File: src/rtl/core/wms_pkg.sv
// ----------------------------------------------------------------------------
// wms_pkg: shared types and constants for the winnowing minimum selector
// Holds the field widths, the controller state type and the command and
// status bundles that pass between the controller and the datapath.
// ----------------------------------------------------------------------------
package wms_pkg;

    localparam int HASH_W     = 64;
    localparam int WIN_SIZE_W = 7;

    localparam logic [WIN_SIZE_W-1:0] WIN_SIZE_RESET = 7'd4;
    localparam logic [HASH_W-1:0]     HASH_ONES      = {HASH_W{1'b1}};

    typedef enum logic [1:0] {
        ST_IDLE,
        ST_SCAN,
        ST_DRAIN,
        ST_EMIT
    } wms_state_t;

    // controller -> datapath
    typedef struct packed {
        logic accept;      // take the input item this cycle
        logic take_min;    // new hash becomes the held minimum
        logic load_hash;   // load output register from the input hash
        logic scan_issue;  // issue one window read of the rescan
        logic load_best;   // load output from the scan result, commit minimum
    } wms_cmd_t;

    // datapath -> controller
    typedef struct packed {
        logic need_rescan; // the held minimum's slot gets overwritten
        logic win_one;     // window of one entry, nothing to scan
        logic hash_less;   // new hash strictly below the held minimum
        logic scan_last;   // this read is the last of the rescan
    } wms_sts_t;

endpackage

File: src/rtl/core/wms_ram.sv
// ----------------------------------------------------------------------------
// wms_ram: generic single-port-write, single-port-read RAM
// One write and one registered read per cycle.
// ----------------------------------------------------------------------------
module wms_ram #(
    parameter int WIDTH = 64,
    parameter int DEPTH = 64,
    parameter int AW    = (DEPTH > 1) ? $clog2(DEPTH) : 1
) (
    input  logic             clk,
    input  logic             wr_en,
    input  logic [AW-1:0]    wr_addr,
    input  logic [WIDTH-1:0] wr_data,
    input  logic             rd_en,
    input  logic [AW-1:0]    rd_addr,
    output logic [WIDTH-1:0] rd_data
);

    logic [WIDTH-1:0] mem [DEPTH];
    logic [WIDTH-1:0] rd_data_reg;

    always_ff @(posedge clk) begin
        if (wr_en) begin
            mem[wr_addr] <= wr_data;
        end
        if (rd_en) begin
            rd_data_reg <= mem[rd_addr];
        end
    end

    assign rd_data = rd_data_reg;

endmodule

File: src/rtl/core/wms_ctrl.sv
// ----------------------------------------------------------------------------
// wms_ctrl: sequencing controller of the winnowing minimum selector
// Accepts items, runs the window rescan and hands results to the output.
// ----------------------------------------------------------------------------
module wms_ctrl (
    input  logic              aclk,
    input  logic              aresetn,
    input  logic              s_tvalid,
    output logic              s_tready,
    output logic              m_tvalid,
    input  logic              m_tready,
    input  wms_pkg::wms_sts_t sts,
    output wms_pkg::wms_cmd_t cmd
);

    wms_pkg::wms_state_t state_reg, state_next;
    logic                m_tvalid_reg, m_tvalid_next;
    logic                out_free;
    logic                emit_now;

    assign out_free = !m_tvalid_reg || m_tready;
    assign emit_now = (sts.need_rescan && sts.win_one) ||
                      (!sts.need_rescan && sts.hash_less);

    // next state
    always_comb begin
        state_next = state_reg;
        unique case (state_reg)
            wms_pkg::ST_IDLE: begin
                if (s_tvalid) begin
                    if (sts.need_rescan && !sts.win_one) begin
                        state_next = wms_pkg::ST_SCAN;
                    end else if (emit_now && !out_free) begin
                        state_next = wms_pkg::ST_EMIT;
                    end
                end
            end
            wms_pkg::ST_SCAN: begin
                if (sts.scan_last) begin
                    state_next = wms_pkg::ST_DRAIN;
                end
            end
            wms_pkg::ST_DRAIN: begin
                state_next = wms_pkg::ST_EMIT;
            end
            wms_pkg::ST_EMIT: begin
                if (out_free) begin
                    state_next = wms_pkg::ST_IDLE;
                end
            end
            default: state_next = wms_pkg::ST_IDLE;
        endcase
    end

    // outputs
    always_comb begin
        cmd      = '0;
        s_tready = 1'b0;
        unique case (state_reg)
            wms_pkg::ST_IDLE: begin
                s_tready   = 1'b1;
                cmd.accept = s_tvalid;
                if (s_tvalid && emit_now) begin
                    cmd.take_min  = 1'b1;
                    cmd.load_hash = out_free;
                end
            end
            wms_pkg::ST_SCAN: begin
                cmd.scan_issue = 1'b1;
            end
            wms_pkg::ST_DRAIN: begin
                cmd = '0;
            end
            wms_pkg::ST_EMIT: begin
                cmd.load_best = out_free;
            end
            default: cmd = '0;
        endcase
    end

    always_comb begin
        m_tvalid_next = m_tvalid_reg;
        if (cmd.load_hash || cmd.load_best) begin
            m_tvalid_next = 1'b1;
        end else if (m_tready) begin
            m_tvalid_next = 1'b0;
        end
    end

    always_ff @(posedge aclk) begin
        if (!aresetn) begin
            state_reg    <= wms_pkg::ST_IDLE;
            m_tvalid_reg <= 1'b0;
        end else begin
            state_reg    <= state_next;
            m_tvalid_reg <= m_tvalid_next;
        end
    end

    assign m_tvalid = m_tvalid_reg;

endmodule

File: src/rtl/core/wms_datapath.sv
// ----------------------------------------------------------------------------
// wms_datapath: window store, slot pointers and scan comparator
// Keeps the ring window in RAM, tracks fill, write and minimum slots and
// compares one window entry per cycle during a rescan.
// ----------------------------------------------------------------------------
module wms_datapath #(
    parameter int MAX_WINDOW = 64
) (
    input  logic                             aclk,
    input  logic                             aresetn,
    input  logic                             cfg_wr_en,
    input  logic [wms_pkg::WIN_SIZE_W-1:0]   cfg_wr_data,
    input  logic [wms_pkg::HASH_W-1:0]       hash_value,
    input  logic                             start_doc,
    input  wms_pkg::wms_cmd_t                cmd,
    output wms_pkg::wms_sts_t                sts,
    output logic [wms_pkg::HASH_W-1:0]       fingerprint
);

    localparam int SLOT_W = (MAX_WINDOW > 1) ? $clog2(MAX_WINDOW) : 1;
    localparam int W_W    = $clog2(MAX_WINDOW + 1);
    localparam int CW     = (W_W > wms_pkg::WIN_SIZE_W) ? W_W : wms_pkg::WIN_SIZE_W;

    logic [wms_pkg::WIN_SIZE_W-1:0] win_size_reg;
    logic [W_W-1:0]                 w_eff;
    logic [CW-1:0]                  win_ext;

    logic [SLOT_W-1:0]         write_slot_reg, write_slot_next;
    logic [SLOT_W-1:0]         min_slot_reg, min_slot_next;
    logic [wms_pkg::HASH_W-1:0] min_val_reg, min_val_next;
    logic [W_W-1:0]            fill_reg, fill_next;

    logic [SLOT_W-1:0]          best_slot_reg, best_slot_next;
    logic [wms_pkg::HASH_W-1:0] best_val_reg, best_val_next;
    logic [SLOT_W-1:0]          scan_addr_reg, scan_addr_next;
    logic [W_W-1:0]             scan_cnt_reg, scan_cnt_next;
    logic                       rd_pend_reg, rd_pend_next;
    logic                       rd_ok_reg;
    logic [SLOT_W-1:0]          rd_slot_reg;
    logic [wms_pkg::HASH_W-1:0] fp_reg;

    logic [SLOT_W-1:0]          cur_slot;
    logic [SLOT_W-1:0]          cur_min_slot;
    logic [wms_pkg::HASH_W-1:0] cur_min_val;
    logic [W_W-1:0]             cur_fill;
    logic [SLOT_W-1:0]          last_slot;
    logic [wms_pkg::HASH_W-1:0] rd_data;
    logic [wms_pkg::HASH_W-1:0] cand;

    // clamp the window length into 1..MAX_WINDOW
    assign win_ext = CW'(win_size_reg);
    always_comb begin
        if (win_ext == '0) begin
            w_eff = W_W'(1);
        end else if (win_ext > CW'(MAX_WINDOW)) begin
            w_eff = W_W'(MAX_WINDOW);
        end else begin
            w_eff = win_ext[W_W-1:0];
        end
    end

    // a new document behaves as if the window were cleared before this item
    assign cur_slot     = start_doc ? '0 : write_slot_reg;
    assign cur_min_slot = start_doc ? '0 : min_slot_reg;
    assign cur_min_val  = start_doc ? wms_pkg::HASH_ONES : min_val_reg;
    assign cur_fill     = start_doc ? '0 : fill_reg;
    assign last_slot    = SLOT_W'(w_eff - W_W'(1));

    assign sts.need_rescan = (cur_min_slot == cur_slot);
    assign sts.win_one     = (w_eff == W_W'(1));
    assign sts.hash_less   = (hash_value < cur_min_val);
    assign sts.scan_last   = (scan_cnt_reg == W_W'(1));

    // slots never written since the last clear read as all ones
    assign cand = rd_ok_reg ? rd_data : wms_pkg::HASH_ONES;

    always_comb begin
        write_slot_next = write_slot_reg;
        min_slot_next   = min_slot_reg;
        min_val_next    = min_val_reg;
        fill_next       = fill_reg;
        best_slot_next  = best_slot_reg;
        best_val_next   = best_val_reg;
        scan_addr_next  = scan_addr_reg;
        scan_cnt_next   = scan_cnt_reg;
        rd_pend_next    = cmd.scan_issue;

        if (rd_pend_reg && (cand < best_val_reg)) begin
            best_val_next  = cand;
            best_slot_next = rd_slot_reg;
        end

        if (cmd.accept) begin
            write_slot_next = (W_W'(cur_slot) + W_W'(1) == w_eff) ? '0 : cur_slot + 1'b1;
            fill_next       = (cur_fill < w_eff) ? cur_fill + W_W'(1) : cur_fill;
            min_slot_next   = cur_min_slot;
            min_val_next    = cur_min_val;
            best_val_next   = hash_value;
            best_slot_next  = cur_slot;
            scan_addr_next  = (cur_slot == '0) ? last_slot : cur_slot - 1'b1;
            scan_cnt_next   = w_eff - W_W'(1);
        end

        if (cmd.take_min) begin
            min_slot_next = cur_slot;
            min_val_next  = hash_value;
        end

        if (cmd.scan_issue) begin
            scan_addr_next = (scan_addr_reg == '0) ? last_slot : scan_addr_reg - 1'b1;
            scan_cnt_next  = scan_cnt_reg - W_W'(1);
        end

        if (cmd.load_best) begin
            min_slot_next = best_slot_reg;
            min_val_next  = best_val_reg;
        end

        // a window length write starts over, like a new document
        if (cfg_wr_en) begin
            write_slot_next = '0;
            min_slot_next   = '0;
            min_val_next    = wms_pkg::HASH_ONES;
            fill_next       = '0;
        end
    end

    always_ff @(posedge aclk) begin
        if (!aresetn) begin
            win_size_reg   <= wms_pkg::WIN_SIZE_RESET;
            write_slot_reg <= '0;
            min_slot_reg   <= '0;
            min_val_reg    <= wms_pkg::HASH_ONES;
            fill_reg       <= '0;
            rd_pend_reg    <= 1'b0;
        end else begin
            if (cfg_wr_en) begin
                win_size_reg <= cfg_wr_data;
            end
            write_slot_reg <= write_slot_next;
            min_slot_reg   <= min_slot_next;
            min_val_reg    <= min_val_next;
            fill_reg       <= fill_next;
            rd_pend_reg    <= rd_pend_next;
        end
    end

    always_ff @(posedge aclk) begin
        best_slot_reg <= best_slot_next;
        best_val_reg  <= best_val_next;
        scan_addr_reg <= scan_addr_next;
        scan_cnt_reg  <= scan_cnt_next;
        if (cmd.scan_issue) begin
            rd_slot_reg <= scan_addr_reg;
            rd_ok_reg   <= (W_W'(scan_addr_reg) < fill_reg);
        end
        if (cmd.load_hash) begin
            fp_reg <= hash_value;
        end else if (cmd.load_best) begin
            fp_reg <= best_val_reg;
        end
    end

    wms_ram #(
        .WIDTH (wms_pkg::HASH_W),
        .DEPTH (MAX_WINDOW),
        .AW    (SLOT_W)
    ) u_window (
        .clk     (aclk),
        .wr_en   (cmd.accept),
        .wr_addr (cur_slot),
        .wr_data (hash_value),
        .rd_en   (cmd.scan_issue),
        .rd_addr (scan_addr_reg),
        .rd_data (rd_data)
    );

    assign fingerprint = fp_reg;

endmodule

File: src/rtl/core/winnowing_min_selector.sv
// ----------------------------------------------------------------------------
// winnowing_min_selector: winnowing fingerprint selection over k-gram hashes
// Keeps a ring window of the last W hashes and emits the window minimum as a
// fingerprint whenever it changes.
// ----------------------------------------------------------------------------
//
//  channel   direction  payload                          accepted when
//  s_        in         tdata: hash_value, tuser: start  s_tvalid & s_tready
//  m_        out        tdata: fingerprint               m_tvalid & m_tready
//  cfg_wr_   in         window_size (7 bits)             cfg_wr_en
//
//  An item that keeps the held minimum or undercuts it needs no rescan.
//  An item that overwrites the minimum's slot in a window of more than one
//  entry rescans it through one comparator, one RAM read a cycle.
//  Reset (synchronous, aresetn low) loads W = 4 and empties the window; a
//  write to window_size or a start flag empties it again, with no sweep:
//  a fill count marks slots not yet written, which read as all ones.
//  A result waiting for m_tready holds the block after a rescan; otherwise
//  the block goes on taking items until a result meets a full output.
//
module winnowing_min_selector #(
    parameter int MAX_WINDOW = 64
) (
    input  logic                           aclk,
    input  logic                           aresetn,

    // window length register
    input  logic                           cfg_wr_en,
    input  logic [wms_pkg::WIN_SIZE_W-1:0] cfg_wr_data,

    // hash stream
    input  logic                           s_tvalid,
    output logic                           s_tready,
    input  logic [wms_pkg::HASH_W-1:0]     s_tdata,   // [63:0] hash_value
    input  logic                           s_tuser,   // [0] start_doc

    // fingerprint stream
    output logic                           m_tvalid,
    input  logic                           m_tready,
    output logic [wms_pkg::HASH_W-1:0]     m_tdata    // [63:0] fingerprint
);

    wms_pkg::wms_cmd_t cmd;
    wms_pkg::wms_sts_t sts;

    // sequence accept, rescan and output hand-off
    wms_ctrl u_ctrl (
        .aclk     (aclk),
        .aresetn  (aresetn),
        .s_tvalid (s_tvalid),
        .s_tready (s_tready),
        .m_tvalid (m_tvalid),
        .m_tready (m_tready),
        .sts      (sts),
        .cmd      (cmd)
    );

    // hold the window, the slots and the output register
    wms_datapath #(
        .MAX_WINDOW (MAX_WINDOW)
    ) u_datapath (
        .aclk        (aclk),
        .aresetn     (aresetn),
        .cfg_wr_en   (cfg_wr_en),
        .cfg_wr_data (cfg_wr_data),
        .hash_value  (s_tdata),
        .start_doc   (s_tuser),
        .cmd         (cmd),
        .sts         (sts),
        .fingerprint (m_tdata)
    );

endmodule

File: config.mk
export PLATFORM = sky130hd
export DESIGN_NAME = winnowing_min_selector
export DESIGN_NICKNAME = d
export VERILOG_FILES = /design/src/rtl/core/wms_pkg.sv /design/src/rtl/core/wms_ram.sv /design/src/rtl/core/wms_ctrl.sv /design/src/rtl/core/wms_datapath.sv /design/src/rtl/core/winnowing_min_selector.sv
export SDC_FILE = /design/constraint.sdc
export NUM_CORES = 2
export LEC_CHECK = 0
export BUFFER_PORTS_ARGS = -buffer_cell sky130_fd_sc_hd__buf_4
export CAP_MARGIN = 15
export CORE_UTILIZATION = 63
export CTS_CLUSTER_SIZE = 12
export DETAILED_ROUTE_END_ITERATION = 10
export PLACE_DENSITY = 0.79
export SETUP_SLACK_MARGIN = 0.3
export SLEW_MARGIN = 20
export SYNTH_ARGS = -nofsm -noshare
export SYNTH_HDL_FRONTEND = slang
export SYNTH_HIERARCHICAL = 1
export SYNTH_SLANG_ARGS = --single-unit
export TNS_END_PERCENT = 30
File: constraint.sdc
create_clock -name aclk -period 12.66 [get_ports aclk]
set_input_delay 1.266 -clock aclk [delete_from_list [all_inputs] [get_ports aclk]]
set_output_delay 1.266 -clock aclk [all_outputs]
set_load 0.02 [all_outputs]
==> impl_metrics.tcl <==
set metrics [dict create \
    dp_hpwl_um 271900 \
    timing.final.crit_share_pct 45.55 \
    drc_errors 0 \
    netlist_instances 8280 \
    port_buffers 142 \
    cp_slowest_cell "nand3b_1" \
    ys_dominant_reg_cell "edfxtp_1" \
    max-slew-margin-rel_pct 15.66 \
    rows 191 \
    coreArea_um2 271500 \
    swShare_pct 31.37 \
    vias_per_cell 7.549 \
    critPathKind "in -> reg" \
    io_pins 143 \
    syn-num-nets 8508 \
    rrSetupSlack_ns 7.46 \
    insertion_delay_ns 1.00 \
    clkPwrFrac_pct 29.4 \
    path_clk_slew_ns 0.06 \
    final_cell_area_um2 191300 \
    async_reset_ff_share_pct 0 \
    power_density_nw_per_um2 210.6 \
    cts_resized 0 \
    die_w_um 525.3 \
    rsz0062_at_grt "false" \
    cts_sinks 4408 \
    p_seq_share_pct 42.2 \
    p_sw_mw 12.64 \
    grt_pass1_vias 94230 \
    yosysWarnings 6 \
    largest_reg_flops 4096 \
    place.gp.congestion 0.9759 \
    arrival_ns 6.68 \
    drive_above_1_share_pct 24.17 \
    cp-end-kind "flop" \
    grt_antenna_before_repair 43 \
    cp_slowest_stage_delay_ns 0.63 \
    p_int_mw 27.65 \
    min_path_cells 2 \
    worstReg2RegEnd "u_datapath/u_window/rd_data[44]$_DFFE_PP_" \
    synth_edf_count 4314 \
    clock.fmax_mhz 173.4 \
    dp_slack_ns 6.028 \
    worstHoldStart "u_datapath/min_val_reg[40]$_SDFFE_PP1P_" \
    post-cts-setup-buffers 0 \
    drt_iter0_markers 16178 \
    syn2layout_area_growth_pct 10.90 \
    dr.pass1.iters 8 \
    grt_overflow 0 \
    peakVddDrop_mv 0.2322 \
    final_common_cell "edfxtp_1" \
    h-tree-depth 5 \
    yosysSeqAreaShare_pct 76.18 \
    ant_nets 0 \
    whs_ns 0.5006 \
    die_h_um 525.3 \
    p_leak_nw 61.19 \
    p_comb_share_pct 28.4 \
    wl_um 519400 \
    ys_types 68 \
    cp_cell_sequence "buf_4 > buf_4 > nor2_1 > ha_1 > a21o_1 > a21o_1 > a21oi_1 > o211ai_1 > a32oi_1 > nand3_1 > nor4_1 > mux2i_1 > nor2_4 > buf_4 > inv_2 > nand3b_1 > o22ai_1 > nand2_1 > o221ai_1 > nand2_1" \
    cts_root_buffer "clkbuf_16" \
    path_max_fanout 51 \
    dp_cells 11800 \
    grt_use_total_pct 37.81 \
    rr_worst_depth 7 \
    ys_seq_elements 4408 \
    startpoint_type "input pin" \
    cts_tree "built" \
    top_register "u_datapath/u_window/mem" \
    hold_viol 0 \
    layout_common_cells "edfxtp_1 (4314), mux4_2 (1024), clkbuf_16 (435)" \
    grt_max_degree 124 \
    drv_slew 0 \
    vias 94110 \
    status "finished, final reports clean" \
    finish.net_count 8893 \
    crit_required_ns 13.57 \
    cts-hold-fix-buffers 0 \
    start_util_pct 63.55 \
    regToRegStartpoint "u_datapath/scan_addr_reg[1]$_DFFE_PP_" \
    finalSetupViolCount 0 \
    tns_ns 0 \
    synth_area_um2 172500 \
    stdcell_count 12466 \
    cts.path.max_buffers 4 \
    dieArea_um2 275900 \
    post-route-min-period_ns 5.766 \
    hold_path_end "u_datapath/min_val_reg[40]$_SDFFE_PP1P_" \
    avgSynthCellArea_um2 20.84 \
    fillers 15201 \
    cpMostUsedCell "buf_4" \
    hold_path.class "reg -> reg" \
    place_area_um2 178800 \
    fin_skew_ns 0.08262 \
    wl_per_cell_um 41.66 \
    setup_ws_ns 6.894 \
    cap_violations 0 \
    grt_pass1_wl_um 720500 \
    numCtsBuffers 433 \
    critical_path_buf_inv_count 4 \
    worst_slew_pin_slew_ns 1.265 \
    crit_family "simple AND/OR/NAND/NOR gates" \
]
power by group through the flow:
stage	clock network, mW	registers, mW	logic (mW)
final	11.9	17.0	11.4
after global routing	12.4	17.0	11.8
after CTS	11.9	17.0	11.2
after detailed placement	0	17.3	11.0
after global placement	0	17.2	10.8
after floorplan	0	17.1	7.41
cells in the mapped netlist (all sizes together) (3+ instances only):
cell | n | area (um^2)
inv | 113 | 424.2
o31ai | 3 | 22.52
a211oi | 74 | 555.5
nor3b | 3 | 22.52
a21oi | 110 | 554.3
nand3 | 55 | 275.3
xor2 | 14 | 122.6
buf | 258 | 1364
xnor2 | 14 | 122.6
nand2b | 87 | 544.3
nor4 | 8 | 50.05
nor2b | 51 | 319.1
nand3b | 4 | 30.03
o221ai | 52 | 455.4
edfxtp | 4314 | 129500
mux2 | 74 | 833.3
and3 | 65 | 406.6
and2 | 5 | 31.28
ha | 151 | 1889
a22oi | 170 | 1276
a221oi | 26 | 227.7
nor3 | 27 | 146.4
o211ai | 10 | 75.07
nand4 | 30 | 187.7
a31oi | 25 | 156.4
mux4 | 1024 | 23060
a21o | 54 | 405.4
nor2 | 323 | 1212
clkbuf | 213 | 799.5
dfxtp | 94 | 1882
or2 | 32 | 200.2
nand2 | 181 | 679.4
a22o | 89 | 779.5
mux2i | 152 | 1521
or3 | 33 | 211.5
a2bb2oi | 19 | 166.4
o22ai | 126 | 788.3
o21ai | 147 | 735.7
a41oi | 26 | 227.7
per-stage QoR:
stage | util [%] | total power [mW]
3_5_place_dp | 65.87 | 28.24
4_1_cts | 70.46 | 40.04
3_3_place_gp | 65.85 | 28.05
2_1_floorplan | - | 24.55
5_1_grt | 70.46 | 41.19
6_report | 70.48 | 40.30
per-layer routing:
metal | track usage (%) | vias to the layer above | share of wire, %
li1 | - | 35215 | -
met1 | 50.29 | 48069 | 32
met2 | 56.02 | 9049 | 45
met3 | 12.82 | 1751 | 16
met4 | 19.83 | 26 | 6.4
met5 | 0 | - | 0.033
kinds of logic (layout without fill, tap and decap cells):
kind of cell / count (synthesis) / after routing / synth area share [%]
compound gates: 946 / 946 / 3.805
xor+xnor: 28 / 28 / 0.1422
mux: 1250 / 1250 / 14.73
flops: 4408 / 4408 / 76.18
simple gates: 912 / 912 / 2.542
buf+inv: 585 / 1187 / 1.502
fa+ha+maj: 151 / 151 / 1.095
other cells: 0 / 14 / 0
worst max-delay path by stage:
stage	startpoint	end	slack (ns)	cells past startpoint
after global routing	s_tuser	u_datapath/min_val_reg[58]$_SDFFE_PP1P_	6.59	20
after global placement	s_tuser	u_datapath/min_val_reg[58]$_SDFFE_PP1P_	6.01	17
after detailed placement	s_tuser	u_datapath/fingerprint[9]$_DFFE_PP_	6.03	15
after CTS	s_tuser	u_datapath/fingerprint[13]$_DFFE_PP_	7.04	15
final	s_tuser	u_datapath/min_val_reg[14]$_SDFFE_PP1P_	6.89	20
after floorplan	s_tvalid	u_datapath/best_slot_reg[0]$_DFFE_PP_	3.05	6
area by class of cell:
class	instances	area (um^2)	area share [%]
timing repair buffer	421	3410	1.782
tap	3570	4467	2.335
multi-input combinational	3287	39100	20.44
inverter	114	430.4	0.2250
clock buffer	535	11300	5.907
antenna	14	35.03	0.01831
sequential	4408	131400	68.69
clock inverter	117	1156	0.6043
worst register-to-register path, delay by kind of cell (launching register included):
kind | cells | cell delay, ns
compound gates | 2 | 1.05
buf+inv | 3 | 2.42
flops | 1 | 0.37
simple gates | 2 | 1.14
Note: power is estimated with default switching activity, not from simulation.
